<file path="src/rtl/assert_macros.svh">
// Assertion macros shared by the RTL.
`ifndef ASSERT_MACROS_SVH
`define ASSERT_MACROS_SVH

`ifndef SYNTHESIS
`define ARP_ASSERT(lbl, clk, rstn, prop, msg) \
    lbl: assert property (@(posedge clk) disable iff (!rstn) prop) else $error(msg);
`define ARP_ASSERT_NR(lbl, clk, prop, msg) \
    lbl: assert property (@(posedge clk) prop) else $error(msg);
`else
`define ARP_ASSERT(lbl, clk, rstn, prop, msg)
`define ARP_ASSERT_NR(lbl, clk, prop, msg)
`endif

`endif

</file>
<file path="src/rtl/arp_pkg.sv">
package arp_pkg;

    localparam int ENTRIES = 8;
    localparam int IDX_W   = (ENTRIES > 1) ? $clog2(ENTRIES) : 1;
    localparam int IP_W    = 32;
    localparam int MAC_W   = 48;
    localparam int AGE_W   = 32;

    typedef logic [IDX_W-1:0] idx_t;

    localparam idx_t LAST_IDX = IDX_W'(ENTRIES - 1);

    localparam logic OP_LEARN  = 1'b0;
    localparam logic OP_LOOKUP = 1'b1;

    typedef enum logic [1:0] {
        ST_IDLE,
        ST_SCAN,
        ST_DRAIN,
        ST_FINISH
    } state_t;

    typedef struct packed {
        logic [IP_W-1:0]  ip;
        logic [MAC_W-1:0] mac;
        logic [AGE_W-1:0] age;
    } rec_t;

    localparam int REC_W = $bits(rec_t);

    typedef struct packed {
        logic clear;
        logic eval;
        idx_t idx;
        logic valid;
    } scan_ctrl_t;

    typedef struct packed {
        logic             hit;
        logic [MAC_W-1:0] match_mac;
        idx_t             slot;
    } scan_res_t;

endpackage

</file>
<file path="src/rtl/arp_ram.sv">
module arp_ram #(
    parameter int WIDTH = 8,
    parameter int DEPTH = 8
) (
    input  logic                     clk,
    input  logic                     wr_en,
    input  logic [$clog2(DEPTH)-1:0] wr_addr,
    input  logic [WIDTH-1:0]         wr_data,
    input  logic                     rd_en,
    input  logic [$clog2(DEPTH)-1:0] rd_addr,
    output logic [WIDTH-1:0]         rd_data
);

    logic [WIDTH-1:0] mem [DEPTH];

    always_ff @(posedge clk)
    begin
        if (wr_en)
        begin
            mem[wr_addr] <= wr_data;
        end
        if (rd_en)
        begin
            rd_data <= mem[rd_addr];
        end
    end

endmodule

</file>
<file path="src/rtl/arp_scan.sv">
module arp_scan (
    input  logic                      clk,
    input  logic                      rst_n,
    input  logic [arp_pkg::IP_W-1:0]  ip_key,
    input  arp_pkg::scan_ctrl_t       ctrl,
    input  arp_pkg::rec_t             rec,
    output arp_pkg::scan_res_t        res
);

    logic                        match_found_reg, match_found_next;
    arp_pkg::idx_t               match_idx_reg, match_idx_next;
    logic [arp_pkg::MAC_W-1:0]   match_mac_reg, match_mac_next;
    logic                        free_found_reg, free_found_next;
    arp_pkg::idx_t               free_idx_reg, free_idx_next;
    arp_pkg::idx_t               min_idx_reg, min_idx_next;
    logic [arp_pkg::AGE_W-1:0]   min_age_reg, min_age_next;

    logic ip_eq;
    logic age_lt;
    logic take_min;

    // shared compare unit, one entry per cycle
    assign ip_eq    = (rec.ip == ip_key);
    assign age_lt   = (rec.age < min_age_reg);
    assign take_min = (ctrl.idx == '0) || age_lt;

    always_comb
    begin
        match_found_next = match_found_reg;
        match_idx_next   = match_idx_reg;
        match_mac_next   = match_mac_reg;
        free_found_next  = free_found_reg;
        free_idx_next    = free_idx_reg;
        min_idx_next     = min_idx_reg;
        min_age_next     = min_age_reg;
        if (ctrl.clear)
        begin
            match_found_next = 1'b0;
            free_found_next  = 1'b0;
        end
        else if (ctrl.eval)
        begin
            // keep the first valid match
            if (ctrl.valid && ip_eq && !match_found_reg)
            begin
                match_found_next = 1'b1;
                match_idx_next   = ctrl.idx;
                match_mac_next   = rec.mac;
            end
            if (!ctrl.valid && !free_found_reg)
            begin
                free_found_next = 1'b1;
                free_idx_next   = ctrl.idx;
            end
            // strict less-than keeps the lowest index on a tie
            if (take_min)
            begin
                min_idx_next = ctrl.idx;
                min_age_next = rec.age;
            end
        end
    end

    always_ff @(posedge clk or negedge rst_n)
    begin
        if (!rst_n)
        begin
            match_found_reg <= 1'b0;
            free_found_reg  <= 1'b0;
        end
        else
        begin
            match_found_reg <= match_found_next;
            free_found_reg  <= free_found_next;
        end
    end

    always_ff @(posedge clk)
    begin
        match_idx_reg <= match_idx_next;
        match_mac_reg <= match_mac_next;
        free_idx_reg  <= free_idx_next;
        min_idx_reg   <= min_idx_next;
        min_age_reg   <= min_age_next;
    end

    always_comb
    begin
        res.hit       = match_found_reg;
        res.match_mac = match_mac_reg;
        if (match_found_reg)
        begin
            res.slot = match_idx_reg;
        end
        else if (free_found_reg)
        begin
            res.slot = free_idx_reg;
        end
        else
        begin
            res.slot = min_idx_reg;
        end
    end

endmodule

</file>
<file path="src/rtl/arp_cache_lru_core.sv">
// Channel  Handshake            Payload
// input    in_valid/in_stall    operation, ip_address, mac_address
// output   out_valid/out_stall  hit, mac_found
//
// An item passes through these steps in order: accept, one table read per entry through the
// single compare unit, a drain of the last read, and write-back.
// in_stall stays high from accept until write-back; a pending result does not block accept.
// A lookup write-back waits while the output register holds an item under out_stall.
// rst_n clears all entries invalid and the use counter; table contents need no clearing.
`include "assert_macros.svh"

module arp_cache_lru_core (
    input  logic                       clk,
    input  logic                       rst_n,
    input  logic                       in_valid,
    output logic                       in_stall,
    input  logic                       operation,
    input  logic [arp_pkg::IP_W-1:0]   ip_address,
    input  logic [arp_pkg::MAC_W-1:0]  mac_address,
    output logic                       out_valid,
    input  logic                       out_stall,
    output logic                       hit,
    output logic [arp_pkg::MAC_W-1:0]  mac_found
);

    arp_pkg::state_t             state_reg, state_next;
    arp_pkg::idx_t               idx_reg, idx_next;
    logic                        pend_reg, pend_next;
    arp_pkg::idx_t               pend_idx_reg, pend_idx_next;
    logic                        op_reg, op_next;
    logic [arp_pkg::IP_W-1:0]    ip_reg, ip_next;
    logic [arp_pkg::MAC_W-1:0]   mac_reg, mac_next;
    logic [arp_pkg::ENTRIES-1:0] valid_reg, valid_next;
    logic [arp_pkg::AGE_W-1:0]   use_clock_reg, use_clock_next;
    logic                        out_valid_reg, out_valid_next;
    logic                        hit_reg, hit_next;
    logic [arp_pkg::MAC_W-1:0]   mac_found_reg, mac_found_next;

    logic                        ram_wr_en;
    logic                        ram_rd_en;
    arp_pkg::rec_t               wr_rec;
    logic [arp_pkg::REC_W-1:0]   ram_rd_data;
    arp_pkg::rec_t               rd_rec;
    arp_pkg::scan_ctrl_t         scan_ctrl;
    arp_pkg::scan_res_t          scan_res;
    logic                        out_busy;

    assign rd_rec   = arp_pkg::rec_t'(ram_rd_data);
    assign out_busy = out_valid_reg && out_stall;

    arp_ram #(
        .WIDTH (arp_pkg::REC_W),
        .DEPTH (arp_pkg::ENTRIES)
    ) u_ram (
        .clk     (clk),
        .wr_en   (ram_wr_en),
        .wr_addr (scan_res.slot),
        .wr_data (wr_rec),
        .rd_en   (ram_rd_en),
        .rd_addr (idx_reg),
        .rd_data (ram_rd_data)
    );

    arp_scan u_scan (
        .clk    (clk),
        .rst_n  (rst_n),
        .ip_key (ip_reg),
        .ctrl   (scan_ctrl),
        .rec    (rd_rec),
        .res    (scan_res)
    );

    always_comb
    begin
        state_next     = state_reg;
        idx_next       = idx_reg;
        pend_next      = 1'b0;
        pend_idx_next  = idx_reg;
        op_next        = op_reg;
        ip_next        = ip_reg;
        mac_next       = mac_reg;
        valid_next     = valid_reg;
        use_clock_next = use_clock_reg;
        out_valid_next = out_valid_reg && out_stall;
        hit_next       = hit_reg;
        mac_found_next = mac_found_reg;
        ram_wr_en      = 1'b0;
        ram_rd_en      = 1'b0;
        in_stall       = 1'b1;

        scan_ctrl.clear = 1'b0;
        scan_ctrl.eval  = pend_reg;
        scan_ctrl.idx   = pend_idx_reg;
        scan_ctrl.valid = valid_reg[pend_idx_reg];

        wr_rec.ip  = ip_reg;
        wr_rec.mac = (op_reg == arp_pkg::OP_LEARN) ? mac_reg : scan_res.match_mac;
        wr_rec.age = use_clock_reg + 1'b1;

        case (state_reg)
            arp_pkg::ST_IDLE:
            begin
                in_stall = 1'b0;
                if (in_valid)
                begin
                    op_next         = operation;
                    ip_next         = ip_address;
                    mac_next        = mac_address;
                    idx_next        = '0;
                    scan_ctrl.clear = 1'b1;
                    state_next      = arp_pkg::ST_SCAN;
                end
            end
            arp_pkg::ST_SCAN:
            begin
                ram_rd_en     = 1'b1;
                pend_next     = 1'b1;
                pend_idx_next = idx_reg;
                if (idx_reg == arp_pkg::LAST_IDX)
                begin
                    state_next = arp_pkg::ST_DRAIN;
                end
                else
                begin
                    idx_next = idx_reg + 1'b1;
                end
            end
            arp_pkg::ST_DRAIN:
            begin
                state_next = arp_pkg::ST_FINISH;
            end
            arp_pkg::ST_FINISH:
            begin
                if (op_reg == arp_pkg::OP_LEARN)
                begin
                    ram_wr_en                 = 1'b1;
                    valid_next[scan_res.slot] = 1'b1;
                    use_clock_next            = use_clock_reg + 1'b1;
                    state_next                = arp_pkg::ST_IDLE;
                end
                else if (!out_busy)
                begin
                    // refresh the age of a hit; a miss leaves the table alone
                    ram_wr_en      = scan_res.hit;
                    if (scan_res.hit)
                    begin
                        use_clock_next = use_clock_reg + 1'b1;
                    end
                    out_valid_next = 1'b1;
                    hit_next       = scan_res.hit;
                    mac_found_next = scan_res.hit ? scan_res.match_mac : '0;
                    state_next     = arp_pkg::ST_IDLE;
                end
            end
            default:
            begin
                state_next = arp_pkg::ST_IDLE;
            end
        endcase
    end

    always_ff @(posedge clk or negedge rst_n)
    begin
        if (!rst_n)
        begin
            state_reg     <= arp_pkg::ST_IDLE;
            pend_reg      <= 1'b0;
            valid_reg     <= '0;
            use_clock_reg <= '0;
            out_valid_reg <= 1'b0;
        end
        else
        begin
            state_reg     <= state_next;
            pend_reg      <= pend_next;
            valid_reg     <= valid_next;
            use_clock_reg <= use_clock_next;
            out_valid_reg <= out_valid_next;
        end
    end

    always_ff @(posedge clk)
    begin
        idx_reg       <= idx_next;
        pend_idx_reg  <= pend_idx_next;
        op_reg        <= op_next;
        ip_reg        <= ip_next;
        mac_reg       <= mac_next;
        hit_reg       <= hit_next;
        mac_found_reg <= mac_found_next;
    end

    assign out_valid = out_valid_reg;
    assign hit       = hit_reg;
    assign mac_found = mac_found_reg;

    `ARP_ASSERT(a_miss_zero_mac, clk, rst_n, (out_valid_reg && !hit_reg) |-> (mac_found_reg == '0), "miss with nonzero mac")
    `ARP_ASSERT(a_clock_only_finish, clk, rst_n, (state_reg != arp_pkg::ST_FINISH) |=> $stable(use_clock_reg), "use counter moved outside write-back")
    `ARP_ASSERT(a_valid_sticky, clk, rst_n, 1'b1 |=> ((valid_reg & $past(valid_reg)) == $past(valid_reg)), "entry lost its valid bit")
    `ARP_ASSERT_NR(a_pend_in_scan, clk, pend_reg |-> (state_reg == arp_pkg::ST_SCAN || state_reg == arp_pkg::ST_DRAIN), "read pending outside scan")

endmodule
</file>
<file path="config.mk">
export PLATFORM = sky130hd
export DESIGN_NAME = arp_cache_lru_core
export DESIGN_NICKNAME = d
export VERILOG_FILES = /design/src/rtl/arp_pkg.sv /design/src/rtl/arp_ram.sv /design/src/rtl/arp_scan.sv /design/src/rtl/arp_cache_lru_core.sv
export VERILOG_INCLUDE_DIRS = /design/src /design/src/rtl
export SDC_FILE = /design/constraint.sdc
export NUM_CORES = 1
export LEC_CHECK = 0
export ABC_AREA = 1
export BUFFER_PORTS_ARGS = -buffer_cell sky130_fd_sc_hd__buf_2
export CORE_UTILIZATION = 40
export CTS_CLUSTER_SIZE = 30
export DETAILED_ROUTE_END_ITERATION = 6
export PLACE_DENSITY = 0.62
export SLEW_MARGIN = 20
export SYNTH_ARGS = -nofsm -noshare
export SYNTH_HDL_FRONTEND = slang
export SYNTH_HIERARCHICAL = 1
export SYNTH_SLANG_ARGS = --single-unit
</file>
<file path="constraint.sdc">
create_clock -name clk -period 7.2 [get_ports clk]
set_clock_uncertainty 0.05 [all_clocks]
set_input_delay 1.08 -clock clk [delete_from_list [all_inputs] [get_ports clk]]
set_output_delay 1.08 -clock clk [all_outputs]
set_load 0.02 [all_outputs]
</file>
==> run metrics <==
max cap viols=0; slowest stage cell, crit path=nor2_4; Sw Ratio=0.335; number of antenna violations at the first check in global routing=2; Hold Crit Class=register to register; Worst EP arrival=approximately 4.8 ns; Synth Cell Area=approximately 55000 sq um; Synth area leader=edfxtp_1; largest registers=u_ram/mem (896), u_ram/rd_data (112); placed cell count=between 6000 and 7000; CP endpoint kind=register; Final period util=0.617; Worst-Margin Slew=1.12 ns; number of synthesized flops with an enable pin=approximately 1200; PortBufs=135; WL per Instance=~17 microns; power share of the combinational group=0.267; DR pass1 iterations=5; M2 GR Usage=0.291; P_sw=approximately 7.6 mW; met3 Track Usage GR=0.0282; post-synth top area share=0.676; Pleak=about 27 nW; Num Clock Sinks=1279; largest register by flop count=u_ram/mem; critical-path cell list=buf_4 > inv_2 > buf_4 > nand2_1 > nand2_1 > buf_4 > nand2_1 > nor2_4 > buf_12; CTS Hold Bufs=0; CTS tree=yes; layout cells sized above 1=0.0748; total negative slack=0 ns; placed wire-length estimate=~63000 microns; Total GRT Usage=0.177; cts repair resizes=0; top post-synthesis cells by area=edfxtp_1 (68%), nand2_1 (13%), inv_1 (7.3%); Crit Path Max Fanout=84; Die W=approximately 370 microns; storage element area=around 38000 sq um; die area=138000 sq um; final net count=approximately 5400; Vias/cell=between 4 and 5; Startpoint Class=register; max_slew headroom=0.256; root buf cell=clkbuf_16; Pwr per Cell Area=approximately 370 nW/um^2; CP delay by family, top=buffers and inverters; Initial DRC Count=between 2000 and 3000; num ports=around 140; top_reg_cell synth=edfxtp_1; final setup fails=0; max reg flops=between 800 and 900; Clock Latency Late Sink=approximately 0.76 ns; clock slew at reported path FFs=about 0.060 ns; Final GP Congestion=about 0.81; met1 Usage GRT=0.238; Num CTS Buffers=roughly 130; Syn Area/Cell=about 11 sq um; required time worst endpoint=7.52 ns; Initial Utilization=0.403; area of the multi-input gates=between 10000 and 15000 sq um; critical path's largest stage delay=slightly below 0.9 ns; Power Internal=15.1 mW; setup repair bufs after CTS=0; most used routing layer=met2; Core Box Area=135000 sq um; vias in the first global route=roughly 33000; Layout Area Growth over Synthesis=11.9%; Min Clock Period, post-route=4.45 ns; Reg power frac=0.441; Finished Layout Cells=~7200; Final Max Slew Viols=0; first-pass GRT wire length=187000 microns; GRT Residual Overflow=0; post-synth net total=between 5000 and 6000; Clk pwr share=0.293; Max VDD drop=between 0.0005 and 0.0006 V; WP buf/inv=5; Cell variety after synth=42; critical path type=register to register; Synth Warn #=6; sequential-to-total area share from yosys stat=0.698; #FFs+latches synth=1279; cell count after synthesis=~5200; CTS max path bufs=3; Die Height=around 370 microns; share of synthesized registers carrying an async set or reset=0.0360; H-tree levels=4; DRT Wirelength=121000 microns; DRC violations left=0; RSZ-0062 raised after global routing=false; # fillers=12300; highest achievable clock rate=225 MHz; pin count of the biggest net entering global routing=just over 200; vias post-DR=roughly 34000; status=completed; site row count=between 100 and 150; final hold vios=0; antenna-violating nets left=0
==> cell usage after synthesis (4+ instances only) <==
cell type	count
nand3_1	478
nand4_1	10
nor3_1	4
nand3b_1	8
a21oi_1	25
nor2_4	9
buf_1	9
buf_4	41
buf_2	102
clkbuf_1	27
o21ai_0	27
xor2_1	13
xor2_2	4
nand2_1	1894
edfxtp_1	1230
ha_1	39
dfrtp_1	46
or2_2	12
xnor2_1	13
o21bai_1	4
buf_6	15
nor2_1	78
nor4_1	4
inv_1	1057
==> final cells by class <==
cell class,count,area share
inverter,1061,0.0656
antenna,1,0.0000409
clock inverter,66,0.00903
multi-input combinational,2639,0.187
tap,1781,0.0365
clock buffer,174,0.0599
sequential,1279,0.624
timing repair buffer,171,0.0175
==> path summary, 6_finish.rpt <==
check	startpoint	end	slack (ns)	cells past startpoint
worst max-delay path	op_reg	u_ram/mem[4][87]	2.75	9
worst min-delay path	u_ram/rd_data[79]	u_scan/match_mac_reg[47]	0.37	0
worst max register to register	op_reg	u_ram/mem[4][87]	2.75	9
worst min register to register	u_ram/rd_data[79]	u_scan/match_mac_reg[47]	0.37	0
max in group asynchronous	rst_n	u_scan/match_found_reg	6.09	2
min in group asynchronous	rst_n	out_valid	0.41	2
==> worst reg2reg max path, delay by kind of cell, from the launching register on <==
family | cells | cell delay [ns]
DFF | 1 | 0.35
buffers and inverters | 5 | 1.97
and+or+nand+nor | 4 | 1.54
==> metal layers <==
layer / share of wire / wire length, microns
met2: 0.47 / 57500
met5: 0.00018 / 22
met1: 0.44 / 53300
met4: 0.022 / 2640
met3: 0.065 / 7870
==> layout by cell type, fill, tap and decap left out, types with 7 or more instances in the layout <==
cell type  count
xnor2_1       13
nor2_4        17
nand4_1       10
dfrtp_1       45
ha_1          38
buf_12        10
nand3b_1       8
or2_2         12
clkbuf_16    139
clkbuf_1      30
xor2_1        13
edfxtp_1    1230
nor2_1        70
clkinv_1      27
bufinv_16      7
buf_2        135
nand3_1      478
inv_1       1055
nand2_1     1894
o21ai_0       27
a21oi_1       23
buf_4         26
clkinv_2      17
==> per-stage QoR <==
stage	instance area, sq um	total power [mW]	util	hold WS, ns	setup WS [ns]
4_1_cts	61100	22.9	0.451	0.368	2.66
6_report	61100	22.7	0.451	0.365	2.75
5_1_grt	61100	24.0	0.451	0.368	2.45
2_1_floorplan	54600	14.5	-	0.325	0.223
3_3_place_gp	56900	16.1	0.420	0.351	2.66
3_5_place_dp	56900	16.2	0.420	0.355	2.67
==> cells by family (layout without fill, tap and decap cells) <==
logic type,Yosys count,after routing,share of synthesized area
buf+inv,1256,1472,0.0938
other cells,0,1,0
compound gates,63,63,0.00630
fa+ha+maj,39,39,0.00893
flops,1279,1279,0.698
simple gates,2507,2507,0.187
xor+xnor,30,30,0.00536
==> power by group through the flow <==
stage	registers [mW]	clock network (mW)	logic, mW
finish	9.99	6.63	6.04
global route	10.1	7.05	6.83
CTS	10.0	6.79	6.10
detailed placement	10.1	0	6.06
global placement	10.1	0	5.98
floorplan	10.1	0	4.37
No activity file was read; power rests on OpenSTA's default activity.
